### config.mk
export PLATFORM = sky130hd
export DESIGN_NAME = orf_scanner_three_frame_top
export DESIGN_NICKNAME = d
export VERILOG_FILES = /design/src/orfs_pkg.sv /design/src/orfs_front.sv /design/src/orfs_queue.sv /design/src/orfs_back.sv /design/src/orf_scanner_three_frame_top.sv
export SDC_FILE = /design/constraint.sdc
export NUM_CORES = 1
export LEC_CHECK = 0
export BUFFER_PORTS_ARGS = -buffer_cell sky130_fd_sc_hd__buf_4
export CORE_ASPECT_RATIO = 0.9
export CORE_MARGIN = 2
export CORE_UTILIZATION = 45
export CTS_BUF_LIST = sky130_fd_sc_hd__clkbuf_4
export CTS_CLUSTER_SIZE = 24
export DETAILED_ROUTE_END_ITERATION = 8
export SLEW_MARGIN = 20
export SYNTH_ARGS = -nofsm -noshare
export SYNTH_HDL_FRONTEND = slang
export SYNTH_SLANG_ARGS = --single-unit
### constraint.sdc
create_clock -name clock -period 7.1 [get_ports clock]
set_clock_uncertainty 0.15 [all_clocks]
set_input_delay 1.775 -clock clock [delete_from_list [all_inputs] [get_ports clock]]
set_output_delay 1.775 -clock clock [all_outputs]
set_load 0.03 [all_outputs]
### src/orfs_pkg.sv
package orfs_pkg;

   // One input beat: a sequence character and the end-of-sequence mark.
   typedef struct packed {
      logic [7:0] base_char;
      logic       last_base;
   } req_payload_type;

   // One result beat.
   typedef struct packed {
      logic        report_kind;
      logic [31:0] start_pos;
      logic [31:0] stop_pos;
      logic [31:0] orf_length;
      logic [31:0] second_best_length;
      logic        orf_found;
      logic        last_result;
   } rsp_payload_type;

   localparam logic KIND_ORF     = 1'b0;
   localparam logic KIND_SUMMARY = 1'b1;

   localparam logic [7:0] CHAR_A = 8'h61;
   localparam logic [7:0] CHAR_G = 8'h67;
   localparam logic [7:0] CHAR_T = 8'h74;

   localparam int unsigned NUM_FRAMES = 3;
   localparam int unsigned FRAME_W    = 2;

   localparam logic [FRAME_W-1:0] FRAME_0    = 2'd0;
   localparam logic [FRAME_W-1:0] FRAME_1    = 2'd1;
   localparam logic [FRAME_W-1:0] FRAME_LAST = 2'd2;

   localparam int unsigned QUEUE_DEPTH = 4;
   localparam int unsigned QUEUE_PTR_W = 2;
   localparam int unsigned QUEUE_CNT_W = 3;

   localparam int unsigned CSR_W = 32;

endpackage

### src/orfs_front.sv
module orfs_front #(
   parameter int unsigned POS_WIDTH = 32,
   parameter int unsigned ENTRY_W   = 3 * POS_WIDTH + 4
) (
   input  logic                     clock,
   input  logic                     reset,
   input  logic                     req_valid,
   output logic                     req_ready,
   input  orfs_pkg::req_payload_type req_payload,
   output logic                     push_valid,
   input  logic                     push_ready,
   output logic [ENTRY_W-1:0]       push_data
);

   typedef struct packed {
      logic                        close;
      logic                        last;
      logic [orfs_pkg::FRAME_W-1:0] frame;
      logic [POS_WIDTH-1:0]        start;
      logic [POS_WIDTH-1:0]        stop;
      logic [POS_WIDTH-1:0]        len;
   } entry_type;

   localparam logic [POS_WIDTH-1:0] POS_MAX = '1;
   localparam logic [POS_WIDTH-1:0] POS_TWO = POS_WIDTH'(2);
   localparam logic [POS_WIDTH-1:0] POS_ONE = POS_WIDTH'(1);

   logic [POS_WIDTH-1:0]         pos_ff, pos_in;
   logic [7:0]                   prior0_ff, prior0_in;
   logic [7:0]                   prior1_ff, prior1_in;
   // frame of the codon that completes with the current character
   logic [orfs_pkg::FRAME_W-1:0] phase_ff, phase_in;
   logic [orfs_pkg::NUM_FRAMES-1:0] open_valid_ff, open_valid_in;
   logic [POS_WIDTH-1:0]         open_start_ff [orfs_pkg::NUM_FRAMES];
   logic [POS_WIDTH-1:0]         open_start_in [orfs_pkg::NUM_FRAMES];

   logic [7:0]           ch;
   logic                 fire;
   logic                 codon_ok;
   logic                 is_start;
   logic                 is_stop;
   logic                 do_open;
   logic                 do_close;
   logic [POS_WIDTH-1:0] codon_pos;
   logic [POS_WIDTH-1:0] cur_start;
   entry_type            entry;

   assign ch        = req_payload.base_char;
   assign req_ready = push_ready;
   assign fire      = req_valid && push_ready;

   assign codon_ok  = (pos_ff >= POS_TWO) && (pos_ff != POS_MAX);
   assign codon_pos = pos_ff - POS_TWO;
   assign cur_start = open_start_ff[phase_ff];

   assign is_start = (prior0_ff == orfs_pkg::CHAR_A) && (prior1_ff == orfs_pkg::CHAR_T)
                     && (ch == orfs_pkg::CHAR_G);
   assign is_stop  = (prior0_ff == orfs_pkg::CHAR_T)
                     && (((prior1_ff == orfs_pkg::CHAR_A) && (ch == orfs_pkg::CHAR_G))
                      || ((prior1_ff == orfs_pkg::CHAR_A) && (ch == orfs_pkg::CHAR_A))
                      || ((prior1_ff == orfs_pkg::CHAR_G) && (ch == orfs_pkg::CHAR_A)));

   assign do_open  = codon_ok && !open_valid_ff[phase_ff] && is_start;
   assign do_close = codon_ok && open_valid_ff[phase_ff] && is_stop;

   always_comb begin
      entry.close = do_close;
      entry.last  = req_payload.last_base;
      entry.frame = phase_ff;
      entry.start = cur_start;
      entry.stop  = codon_pos;
      entry.len   = codon_pos - cur_start;
   end

   assign push_valid = req_valid && (do_close || req_payload.last_base);
   assign push_data  = entry;

   always_comb begin
      pos_in        = pos_ff;
      prior0_in     = prior0_ff;
      prior1_in     = prior1_ff;
      phase_in      = phase_ff;
      open_valid_in = open_valid_ff;
      open_start_in = open_start_ff;
      if (fire) begin
         if (req_payload.last_base) begin
            // end of sequence: back to the reset picture
            pos_in        = '0;
            prior0_in     = '0;
            prior1_in     = '0;
            phase_in      = orfs_pkg::FRAME_1;
            open_valid_in = '0;
         end else begin
            prior0_in = prior1_ff;
            prior1_in = ch;
            if (pos_ff != POS_MAX) begin
               pos_in   = pos_ff + POS_ONE;
               phase_in = (phase_ff == orfs_pkg::FRAME_LAST) ? orfs_pkg::FRAME_0
                          : phase_ff + 2'd1;
            end
            if (do_open) begin
               open_valid_in[phase_ff] = 1'b1;
               open_start_in[phase_ff] = codon_pos;
            end
            if (do_close) begin
               open_valid_in[phase_ff] = 1'b0;
            end
         end
      end
   end

   always_ff @(posedge clock) begin
      if (reset) begin
         pos_ff        <= '0;
         prior0_ff     <= '0;
         prior1_ff     <= '0;
         phase_ff      <= orfs_pkg::FRAME_1;
         open_valid_ff <= '0;
      end else begin
         pos_ff        <= pos_in;
         prior0_ff     <= prior0_in;
         prior1_ff     <= prior1_in;
         phase_ff      <= phase_in;
         open_valid_ff <= open_valid_in;
      end
   end

   always_ff @(posedge clock) begin
      open_start_ff <= open_start_in;
   end

endmodule

### src/orfs_queue.sv
module orfs_queue #(
   parameter int unsigned WIDTH = 100
) (
   input  logic             clock,
   input  logic             reset,
   input  logic             push_valid,
   output logic             push_ready,
   input  logic [WIDTH-1:0] push_data,
   output logic             pop_valid,
   input  logic             pop_ready,
   output logic [WIDTH-1:0] pop_data
);

   localparam logic [orfs_pkg::QUEUE_PTR_W-1:0] PTR_ONE = orfs_pkg::QUEUE_PTR_W'(1);
   localparam logic [orfs_pkg::QUEUE_CNT_W-1:0] CNT_ONE = orfs_pkg::QUEUE_CNT_W'(1);

   logic [WIDTH-1:0]                 mem_ff [orfs_pkg::QUEUE_DEPTH];
   logic [orfs_pkg::QUEUE_PTR_W-1:0] wr_ptr_ff, wr_ptr_in;
   logic [orfs_pkg::QUEUE_PTR_W-1:0] rd_ptr_ff, rd_ptr_in;
   logic [orfs_pkg::QUEUE_CNT_W-1:0] count_ff, count_in;
   logic                             do_push;
   logic                             do_pop;

   assign push_ready = count_ff < orfs_pkg::QUEUE_CNT_W'(orfs_pkg::QUEUE_DEPTH);
   assign pop_valid  = count_ff != '0;
   assign pop_data   = mem_ff[rd_ptr_ff];
   assign do_push    = push_valid && push_ready;
   assign do_pop     = pop_valid && pop_ready;

   always_comb begin
      wr_ptr_in = do_push ? wr_ptr_ff + PTR_ONE : wr_ptr_ff;
      rd_ptr_in = do_pop ? rd_ptr_ff + PTR_ONE : rd_ptr_ff;
      count_in  = count_ff;
      if (do_push && !do_pop) begin
         count_in = count_ff + CNT_ONE;
      end else if (do_pop && !do_push) begin
         count_in = count_ff - CNT_ONE;
      end
   end

   always_ff @(posedge clock) begin
      if (reset) begin
         wr_ptr_ff <= '0;
         rd_ptr_ff <= '0;
         count_ff  <= '0;
      end else begin
         wr_ptr_ff <= wr_ptr_in;
         rd_ptr_ff <= rd_ptr_in;
         count_ff  <= count_in;
      end
   end

   always_ff @(posedge clock) begin
      if (do_push) begin
         mem_ff[wr_ptr_ff] <= push_data;
      end
   end

endmodule

### src/orfs_back.sv
module orfs_back #(
   parameter int unsigned POS_WIDTH = 32,
   parameter int unsigned ENTRY_W   = 3 * POS_WIDTH + 4
) (
   input  logic                          clock,
   input  logic                          reset,
   input  logic                          csr_we,
   input  logic [orfs_pkg::CSR_W-1:0]    csr_wdata,
   input  logic                          pop_valid,
   output logic                          pop_ready,
   input  logic [ENTRY_W-1:0]            pop_data,
   output logic                          rsp_valid,
   input  logic                          rsp_ready,
   output orfs_pkg::rsp_payload_type     rsp_payload
);

   typedef struct packed {
      logic                        close;
      logic                        last;
      logic [orfs_pkg::FRAME_W-1:0] frame;
      logic [POS_WIDTH-1:0]        start;
      logic [POS_WIDTH-1:0]        stop;
      logic [POS_WIDTH-1:0]        len;
   } entry_type;

   localparam int unsigned CMP_W = (POS_WIDTH > orfs_pkg::CSR_W) ? POS_WIDTH : orfs_pkg::CSR_W;

   logic [orfs_pkg::CSR_W-1:0]   min_len_ff;
   logic [POS_WIDTH-1:0]         best_len_ff, best_len_in;
   logic [POS_WIDTH-1:0]         best_start_ff, best_start_in;
   logic [POS_WIDTH-1:0]         best_stop_ff, best_stop_in;
   logic [orfs_pkg::FRAME_W-1:0] best_frame_ff, best_frame_in;
   logic [POS_WIDTH-1:0]         runner_ff, runner_in;
   logic                         sum_pend_ff, sum_pend_in;
   logic                         rsp_valid_ff, rsp_valid_in;
   orfs_pkg::rsp_payload_type    rsp_payload_ff, rsp_payload_in;

   entry_type                    e;
   logic                         out_free;
   logic                         take;
   logic                         better;
   logic                         report;
   logic                         sum_now;
   logic [POS_WIDTH-1:0]         nxt_len, nxt_start, nxt_stop, nxt_runner;
   logic [orfs_pkg::FRAME_W-1:0] nxt_frame;

   assign e        = pop_data;
   assign out_free = !rsp_valid_ff || rsp_ready;
   assign take     = pop_valid && !sum_pend_ff && out_free;

   assign better = (e.len > best_len_ff)
                   || ((e.len == best_len_ff) && (best_len_ff != '0)
                       && (e.frame < best_frame_ff));

   assign report = take && e.close && (CMP_W'(e.len) > CMP_W'(min_len_ff));
   assign sum_now = (sum_pend_ff && out_free) || (take && e.last && !report);
   // hold the head while its summary still has to go out
   assign pop_ready = (sum_pend_ff && out_free) || (take && !(e.last && report));

   always_comb begin
      nxt_len    = best_len_ff;
      nxt_start  = best_start_ff;
      nxt_stop   = best_stop_ff;
      nxt_frame  = best_frame_ff;
      nxt_runner = runner_ff;
      if (take && e.close) begin
         if (better) begin
            nxt_runner = best_len_ff;
            nxt_len    = e.len;
            nxt_start  = e.start;
            nxt_stop   = e.stop;
            nxt_frame  = e.frame;
         end else if (e.len > runner_ff) begin
            nxt_runner = e.len;
         end
      end
   end

   always_comb begin
      if (sum_now) begin
         best_len_in   = '0;
         best_start_in = '0;
         best_stop_in  = '0;
         best_frame_in = orfs_pkg::FRAME_0;
         runner_in     = '0;
      end else begin
         best_len_in   = nxt_len;
         best_start_in = nxt_start;
         best_stop_in  = nxt_stop;
         best_frame_in = nxt_frame;
         runner_in     = nxt_runner;
      end
   end

   always_comb begin
      sum_pend_in = sum_pend_ff;
      if (sum_pend_ff && out_free) begin
         sum_pend_in = 1'b0;
      end else if (take && e.last && report) begin
         sum_pend_in = 1'b1;
      end
   end

   always_comb begin
      rsp_valid_in   = out_free ? (report || sum_now) : rsp_valid_ff;
      rsp_payload_in = rsp_payload_ff;
      if (report) begin
         rsp_payload_in.report_kind        = orfs_pkg::KIND_ORF;
         rsp_payload_in.start_pos          = 32'(e.start);
         rsp_payload_in.stop_pos           = 32'(e.stop);
         rsp_payload_in.orf_length         = 32'(e.len);
         rsp_payload_in.second_best_length = '0;
         rsp_payload_in.orf_found          = 1'b0;
         rsp_payload_in.last_result        = !e.last;
      end else if (sum_now) begin
         rsp_payload_in.report_kind        = orfs_pkg::KIND_SUMMARY;
         rsp_payload_in.start_pos          = 32'(nxt_start);
         rsp_payload_in.stop_pos           = 32'(nxt_stop);
         rsp_payload_in.orf_length         = 32'(nxt_len);
         rsp_payload_in.second_best_length = 32'(nxt_runner);
         rsp_payload_in.orf_found          = nxt_len != '0;
         rsp_payload_in.last_result        = 1'b1;
      end
   end

   always_ff @(posedge clock) begin
      if (reset) begin
         min_len_ff    <= '0;
         best_len_ff   <= '0;
         best_start_ff <= '0;
         best_stop_ff  <= '0;
         best_frame_ff <= orfs_pkg::FRAME_0;
         runner_ff     <= '0;
         sum_pend_ff   <= 1'b0;
         rsp_valid_ff  <= 1'b0;
      end else begin
         if (csr_we) begin
            min_len_ff <= csr_wdata;
         end
         best_len_ff   <= best_len_in;
         best_start_ff <= best_start_in;
         best_stop_ff  <= best_stop_in;
         best_frame_ff <= best_frame_in;
         runner_ff     <= runner_in;
         sum_pend_ff   <= sum_pend_in;
         rsp_valid_ff  <= rsp_valid_in;
      end
   end

   always_ff @(posedge clock) begin
      rsp_payload_ff <= rsp_payload_in;
   end

   assign rsp_valid   = rsp_valid_ff;
   assign rsp_payload = rsp_payload_ff;

endmodule

### src/orf_scanner_three_frame_top.sv
// Three-frame ORF scanner. Feed one sequence character per req beat, with
// last_base set on the final character; character indices count from 0 and
// the codon ending at index i starts at i-2, in frame (i-2) mod 3. Each frame
// opens an ORF at the first lowercase atg and closes it at tag, taa or tga;
// a closed ORF longer than the csr_wdata threshold (min_orf_length, written
// while the block is idle) gives one rsp beat, and the last character gives a
// summary beat with the longest ORF (earlier frame, then earlier position,
// wins ties) and the second-best length, after which all state clears. The
// position counter saturates at 2^POS_WIDTH-1; characters at or beyond that
// index complete no codon. Throughput is one character per cycle while the
// queue has room; the front end classifies codons combinationally and pushes
// only ORF closes and ends of sequence into a four-beat queue, and the back
// end drains one queue beat per cycle into the rsp output register while
// that register is free, except that a beat which both reports an ORF and
// ends the sequence stays at the queue head until its summary goes out.
module orf_scanner_three_frame_top #(
   parameter int unsigned POS_WIDTH = 32
) (
   input  logic                      clock,
   input  logic                      reset,
   input  logic                      req_valid,
   output logic                      req_ready,
   input  orfs_pkg::req_payload_type req_payload,
   output logic                      rsp_valid,
   input  logic                      rsp_ready,
   output orfs_pkg::rsp_payload_type rsp_payload,
   input  logic                      csr_we,
   input  logic [orfs_pkg::CSR_W-1:0] csr_wdata
);

   // queue beat: close, last, frame, start, stop, length
   localparam int unsigned ENTRY_W = 3 * POS_WIDTH + 2 + orfs_pkg::FRAME_W;

   logic               push_valid;
   logic               push_ready;
   logic [ENTRY_W-1:0] push_data;
   logic               pop_valid;
   logic               pop_ready;
   logic [ENTRY_W-1:0] pop_data;

   // front: track characters and open/close ORFs per frame
   orfs_front #(
      .POS_WIDTH (POS_WIDTH),
      .ENTRY_W   (ENTRY_W)
   ) u_front (
      .clock       (clock),
      .reset       (reset),
      .req_valid   (req_valid),
      .req_ready   (req_ready),
      .req_payload (req_payload),
      .push_valid  (push_valid),
      .push_ready  (push_ready),
      .push_data   (push_data)
   );

   // decouple: lets the front keep taking characters while rsp stalls
   orfs_queue #(
      .WIDTH (ENTRY_W)
   ) u_queue (
      .clock      (clock),
      .reset      (reset),
      .push_valid (push_valid),
      .push_ready (push_ready),
      .push_data  (push_data),
      .pop_valid  (pop_valid),
      .pop_ready  (pop_ready),
      .pop_data   (pop_data)
   );

   // back: rank ORFs, apply the threshold, emit reports and summaries
   orfs_back #(
      .POS_WIDTH (POS_WIDTH),
      .ENTRY_W   (ENTRY_W)
   ) u_back (
      .clock       (clock),
      .reset       (reset),
      .csr_we      (csr_we),
      .csr_wdata   (csr_wdata),
      .pop_valid   (pop_valid),
      .pop_ready   (pop_ready),
      .pop_data    (pop_data),
      .rsp_valid   (rsp_valid),
      .rsp_ready   (rsp_ready),
      .rsp_payload (rsp_payload)
   );

endmodule

==> impl_results.md, run 1 <==
* Peak VDD IR at 0.450 mV
* Largest net degree at the start of global routing at about 100
* Core area at between 80000 and 90000 um2
* Outcome: finished clean
* Crit-path leading delay family: simple AND/OR/NAND/NOR gates
* Total grt overflow at 0
* Pwr dens at around 420 nW/um2
* Post-DRT Antenna Nets at 0
* Worst setup endpoint: u_queue.mem_ff[0][31]
* Netlist Area Pre-Place at approximately 37000 um2
* Tightest Pin Transition at about 1.1 ns
* Max incr delay on CP at around 0.60 ns
* Worst R2R Setup Slack at approximately 1.4 ns
* Syn_nets at ~2900
* Drt via density at around 5.5
* Die height at about 270 um
* Avg Cell Area, Syn at ~13 um2
* Clock Pin Slew Worst Setup and Hold Paths at ~0.07 ns
* Max transition margin at 24.9%
* Finished Layout Cells at ~4300
* Worst-path fanout max at 9
* Post-Route Setup TNS at 0 ns
* Post-CTS setup buffer count at 0
* Slew Viols, Final at 0
* Yosys reg bits at 853
* Critical path buffers and inverters at 1
* Drc violations at 0
* Post-synthesis cell type count at 68
* Nets at about 3200
* Worst reg-to-reg path cell count at 15
* Synth top area cells: edfxtp_1 49%, dfxtp_1 14%, mux4_2 6.2%, ha_1 4.7%, mux2i_1 4.5%
* Via count at between 20000 and 25000
* Max Fclk at ~180 MHz
* Worst reg2reg path endpoint: u_queue.mem_ff[0][31]
* Final critical-path share of the clock period at 79.7%
* Synth top area share at 48.7%
* Port Buffers at 178
* Hold_buf cts at 0
* Most common cell after layout, fill and taps aside: edfxtp_1
* First DRT Iteration DRCs at between 1500 and 2000
* Critical-path top delay cell: or4_4
* Vias in the first global route at between 20000 and 25000
* Placer Congestion at 0.895
* Max-cap violations at 0
* CP Class: flip-flop to flip-flop
* Count of final setup violators at 0
* R2R Path Start: u_front.pos_ff[8]
* Clk buf depth at 3
* DP Wirelength at a little under 60 mm
* Clock sinks at between 800 and 900
* TritonCTS clock tree: built
* Die area at 83600 um2
* Total track usage at between 20 and 25%
* Antenna violations before repair at 2
* Worst setup SP type: flip-flop
* Root Buffer: clkbuf_4
* Latest clock arrival within the worst-skew pair at approximately 1.1 ns
* Lkg Pwr at 15.5 nW
* Critical path, cell by cell: or4_4 -> or4_4 -> or2_2 -> or4_1 -> xnor2_1 -> ha_1 -> inv_1 -> a211oi_1 -> a211o_1 -> and3_1 -> a221oi_1 -> o311ai_0 -> a31o_2 -> a21oi_1 -> xnor2_1
* WL/cell at approximately 21 um
* Die Wd at a little over 300 um
* CP required at between 7 and 8 ns
* Place WS at around 1.4 ns
* Ys async rst share at 0%
* Post-cts resize count at 0
* Worst setup path startpoint: u_front.pos_ff[8]
* Ratio of cells with drive above 1 in the final layout at 22.1%
* Final WS setup at approximately 1.4 ns
* Prevailing post-synth register cell: edfxtp_1
* CP Depth at 15
* Tightest Hold Check Type: flip-flop to flip-flop
* CTS Buf Count at around 210
* Synth area leader: edfxtp_1
* Post-synth EDFFs at between 500 and 600
* Layout area overhead at 15.0%
* Worst Path Arrival at between 6 and 7 ns
* Unrepaired setup endpoints after global routing: no
* # IOs at roughly 180
* H-Tree Level Count at 4
* Post-synthesis sequential area ratio at 62.9%
* Most frequent cells in the layout: 593 x edfxtp_1, 330 x clkbuf_4, 257 x dfxtp_1, 250 x nor2_1, 211 x buf_4
* Cells after Synth at ~2700
* Number of synthesis warnings at 0
* Initial Util at between 40% and 50%
* DRT Wirelength at between 90 and 100 mm
* CP Capture Type: flip-flop
* First-pass GRT wire length at between 100 and 150 mm
* First-pass iteration count of the detailed router at 5
* Final hold violation count at 0
* # rows at slightly below 100
* Min Tclk post-route at about 5.7 ns
* Placed insts at a little under 4000
[metrics by stage]
| step | util, % | area [um2] | total power, mW | hold slack (ns) |
|---|---|---|---|---|
| after floorplan | - | 36600 | 11.2 | 0.282 |
| after global placement | 48.5 | 39100 | 13.4 | 0.290 |
| after detailed placement | 48.5 | 39100 | 13.5 | 0.306 |
| after CTS | 52.1 | 42100 | 17.9 | 0.313 |
| after global routing | 52.1 | 42100 | 18.7 | 0.331 |
| final | 52.1 | 42100 | 17.7 | 0.312 |
[where the power goes]
part	internal [mW]	leakage (nW)	switching (mW)
logic	2.31	6.43	4.22
registers	6.45	7.36	0.437
clock network	2.26	1.75	2.03
total	11.0	15.5	6.69
[layout make-up]
cell class	instances	area (um2)
diodes	5	12.5
clock buffers	330	2480
clock inverters	73	457
fillers	6860	38700
inverters	155	584
multi-input cells	1601	12500
flip-flops and latches	853	23000
well taps	1060	1330
repair buffers	217	1700
[worst min-delay path by stage]
stage,endpoint,startpoint,cells after the start
2_1_floorplan,u_front.prior0_ff[7],u_front.prior0_ff[7],2
3_3_place_gp,u_front.prior0_ff[5],u_front.prior0_ff[5],2
3_5_place_dp,u_front.prior0_ff[1],u_front.prior0_ff[1],2
4_1_cts,u_front.prior0_ff[1],u_front.prior0_ff[1],2
5_1_grt,u_front.prior0_ff[1],u_front.prior0_ff[1],2
6_report,u_front.prior0_ff[1],u_front.prior0_ff[1],2
[metal layers]
layer,track usage (%),vias up,routed length (um)
met3,4.54,177,5730
met4,8.88,0,2580
li1,-,10983,-
met5,0,-,0
met2,35.0,762,42600
met1,29.0,11693,39700
[synth_stat cells (all sizes together) (6+ instances only)]
cell type	count
edfxtp	593
dfxtp	260
nor2	251
mux2i	164
nand2	163
inv	155
o21ai	142
ha	137
a21oi	110
mux4	100
clkbuf	99
or3	48
xor2	47
a21o	39
buf	38
nand4	36
xnor2	34
o22a	33
a32o	32
and3b	32
nand3	32
nor3	25
nor4	23
nand3b	16
nor2b	15
nand2b	11
o21a	11
a211oi	9
and3	8
or4	8
a31oi	7
and2	6
and4	6
[registers in the layout (all words and copies together), names as in the netlist, 32 cells and up, named ones only]
name and flops:
u_back.min_len_ff 32, u_back.best_len_ff 32, u_back.best_stop_ff 32, u_front.open_start_ff 96
u_front.pos_ff 32, u_back.best_start_ff 32, u_queue.mem_ff 400, u_back.rsp_payload 131
u_back.runner_ff 32
[cell families after synthesis]
family / count (synthesis) / share of synthesized area (%)
muxes: 264 / 10.6
buffers and inverters: 292 / 3.06
AOI/OAI and AO/OA: 427 / 7.44
and+or+nand+nor: 690 / 9.24
DFF: 853 / 62.9
adders and majority gates: 139 / 4.79
xor gates and xnor gates: 81 / 1.94
[worst register-to-register path: stages, from the launching register on]
cell,delay (ns)
dfxtp_1,0.40
or4_4,0.60
or4_4,0.44
or2_2,0.35
or4_1,0.43
xnor2_1,0.57
ha_1,0.42
inv_1,0.12
a211oi_1,0.06
a211o_1,0.30
and3_1,0.19
a221oi_1,0.46
o311ai_0,0.28
a31o_2,0.29
a21oi_1,0.18
xnor2_1,0.15
Note: power is estimated with default switching activity, not from simulation.
==> run 2: changes to the inputs <==
- clock period: 7.1 -> 5.2 ns (I/O delays scaled with it)
==> run 2 against run 1 <==
First-iteration DRC count grew 6.5%. Hold slack lost 0.020 ns. Critical path depth shrank 3. Clock-buffer cell count shrank 4. Wire length grew 1.8%. Worst setup slack lost 1.2 ns. Total power grew 38%. Die area is the same. Critical path type unchanged. Highest routed layer unchanged.
==> impl_results.md, run 2 (same netlist as run 1, synthesis figures left out) <==
* Drc violations at 0 (unchanged)
* First-pass iteration count of the detailed router at 5 (unchanged)
* Antenna violations before repair at 2 (unchanged)
* Peak VDD IR at 0.376 mV (-16%)
* DRT Wirelength at 92.2 mm (+1.8%)
* # rows at 99 (unchanged)
* Pwr dens at 572 nW/um2 (+36%)
* Latest clock arrival within the worst-skew pair at 1.11 ns (+0.03 ns)
* CP required at 5.82 ns (-1.89 ns)
* First DRT Iteration DRCs at 1895 (+6.5%)
* Worst setup endpoint: u_back.rsp_payload[74]
* Total grt overflow at 0 (unchanged)
* Most common cell after layout, fill and taps aside: edfxtp_1
* Largest Register: u_queue.mem_ff
* Die Wd at 305 um (unchanged)
* Clock Pin Slew Worst Setup and Hold Paths at 0.06 ns (about the same)
* Die area at 83600 um2 (unchanged)
* Lkg Pwr at 15.9 nW (+2.1%)
* Core area at 80800 um2 (unchanged)
* Post-DRT Antenna Nets at 0 (unchanged)
* Root Buffer: clkbuf_4
* CTS Buf Count at 211 (-1.4%)
* Max Fclk at 202 MHz (+14%)
* Hold path start: csr_wdata[23]
* Largest net degree at the start of global routing at 102 (+0.99%)
* DP Wirelength at 63.1 mm (+6.0%)
* Tightest Pin Transition at 0.861 ns (-0.262 ns)
* Die height at 275 um (unchanged)
* WL/cell at 21.2 um (+0.40%)
* Largest register FFs at 400 (unchanged)
* Hold_buf cts at 0 (unchanged)
* Worst setup SP type: flip-flop
* Most frequent cells in the layout: 593 x edfxtp_1, 326 x clkbuf_4, 276 x buf_4, 257 x dfxtp_1, 250 x nor2_1
* Worst reg-to-reg path cell count at 12 (-3)
* Final hold violation count at 0 (unchanged)
* Final critical-path share of the clock period at 95.3% (+16 points)
* CP Class: flip-flop to flip-flop
* Outcome: finished clean
* Count of final setup violators at 0 (unchanged)
* Tightest Hold Check Type: primary input to flip-flop
* Worst Path Arrival at 5.58 ns (-0.69 ns)
* # IOs at 179 (unchanged)
* Unrepaired setup endpoints after global routing: no
* Max-cap violations at 0 (unchanged)
* Min Tclk post-route at 4.96 ns (-0.701 ns)
* Total track usage at 22.1% (+0.36 points)
* H-Tree Level Count at 4 (unchanged)
* Clock sinks at 853 (unchanged)
* Worst reg2reg path endpoint: u_back.rsp_payload[74]
* Vias in the first global route at 24241 (+0.029%)
* Layout area overhead at 16.8%
* Ratio of cells with drive above 1 in the final layout at 23.5% (+1.5 points)
* Port Buffers at 178 (unchanged)
* Slew Viols, Final at 0 (unchanged)
* Initial Util at 45.3% (unchanged)
* Final core occ at 52.9% (+0.78 points)
* Placer Congestion at 0.896 (+0.10%)
* Clk buf depth at 3 (unchanged)
* Max transition margin at 42.4% (+18 points)
* Worst R2R Setup Slack at 0.24 ns (-1.20 ns)
* TritonCTS clock tree: built
* First-pass GRT wire length at 141 mm (+1.7%)
* Post-Route Setup TNS at 0 ns (unchanged)
* CP Capture Type: flip-flop
* Nets at 3300 (+2.3%)
* Via count at 23887 (+1.2%)
* Worst-path fanout max at 32 (+23)
* Drt via density at 5.49 (-0.24%)
-- run 2: final cells by class --
| class | count | area, um2 |
|---|---|---|
| Antenna cell | 7 | 17.5 |
| Clock buffer | 326 | 2450 |
| Clock inverter | 59 | 368 |
| Fill cell | 6867 | 38000 |
| Inverter | 155 | 586 |
| Multi-Input combinational cell | 1601 | 12500 |
| Sequential cell | 853 | 23000 |
| Tap cell | 1060 | 1330 |
| Timing Repair Buffer | 293 | 2420 |
-- run 2: metrics by stage --
stage               hold WS [ns]  cells  worst slack [ns]  total power, mW  instance area [um2]
finish                     0.292   4354             0.242             24.4                42700
global route               0.233   4352            0.0191             25.8                42700
CTS                        0.176   4346             0.163             24.6                42700
detailed placement         0.304   3961             0.144             18.9                39900
global placement           0.287   3961             0.202             18.6                39900
floorplan                  0.282   2746           0.00467             15.3                36600
-- run 2: routing by layer --
metal  GRT usage, %  part of all wire, %
met2           35.5                   47
met1           30.5                   45
met4           6.93                  1.6
met5              0                    0
met3           4.45                  5.9
-- run 2: worst min-delay path by stage --
stage,cells past startpoint,endpoint,slack (ns)
global placement,2,u_front.prior0_ff[7],0.29
finish,3,u_back.min_len_ff[23],0.29
global route,3,u_back.min_len_ff[11],0.23
floorplan,2,u_front.prior0_ff[7],0.28
CTS,3,u_back.min_len_ff[3],0.18
detailed placement,2,u_front.prior0_ff[0],0.30
-- run 2: timing repair --
item	in CTS	in global routing
endpoints found under the setup margin	0	11
setup buffers	0	1
gates resized for setup	0	1
-- run 2: power breakdown --
group / total, mW / leakage, nW / switching (mW) / internal [mW]
Combinational: 9.45 / 6.84 / 5.99 / 3.45
Sequential: 9.28 / 7.36 / 0.493 / 8.79
Clock: 5.70 / 1.68 / 2.76 / 2.94
Total: 24.4 / 15.9 / 9.24 / 15.2
-- run 2: worst max-delay path, cell delays in order, from the launching register on --
cell and delay [ns]:
dfxtp_4 0.52, mux4_2 0.74, ha_1 0.37, nand4_1 0.17
or4_1 0.46, nor3_1 0.47, o311ai_0 0.38, o31a_1 0.27
nand2_4 0.13, buf_12 0.24, buf_12 0.27, mux2i_1 0.26
o21ai_0 0.12
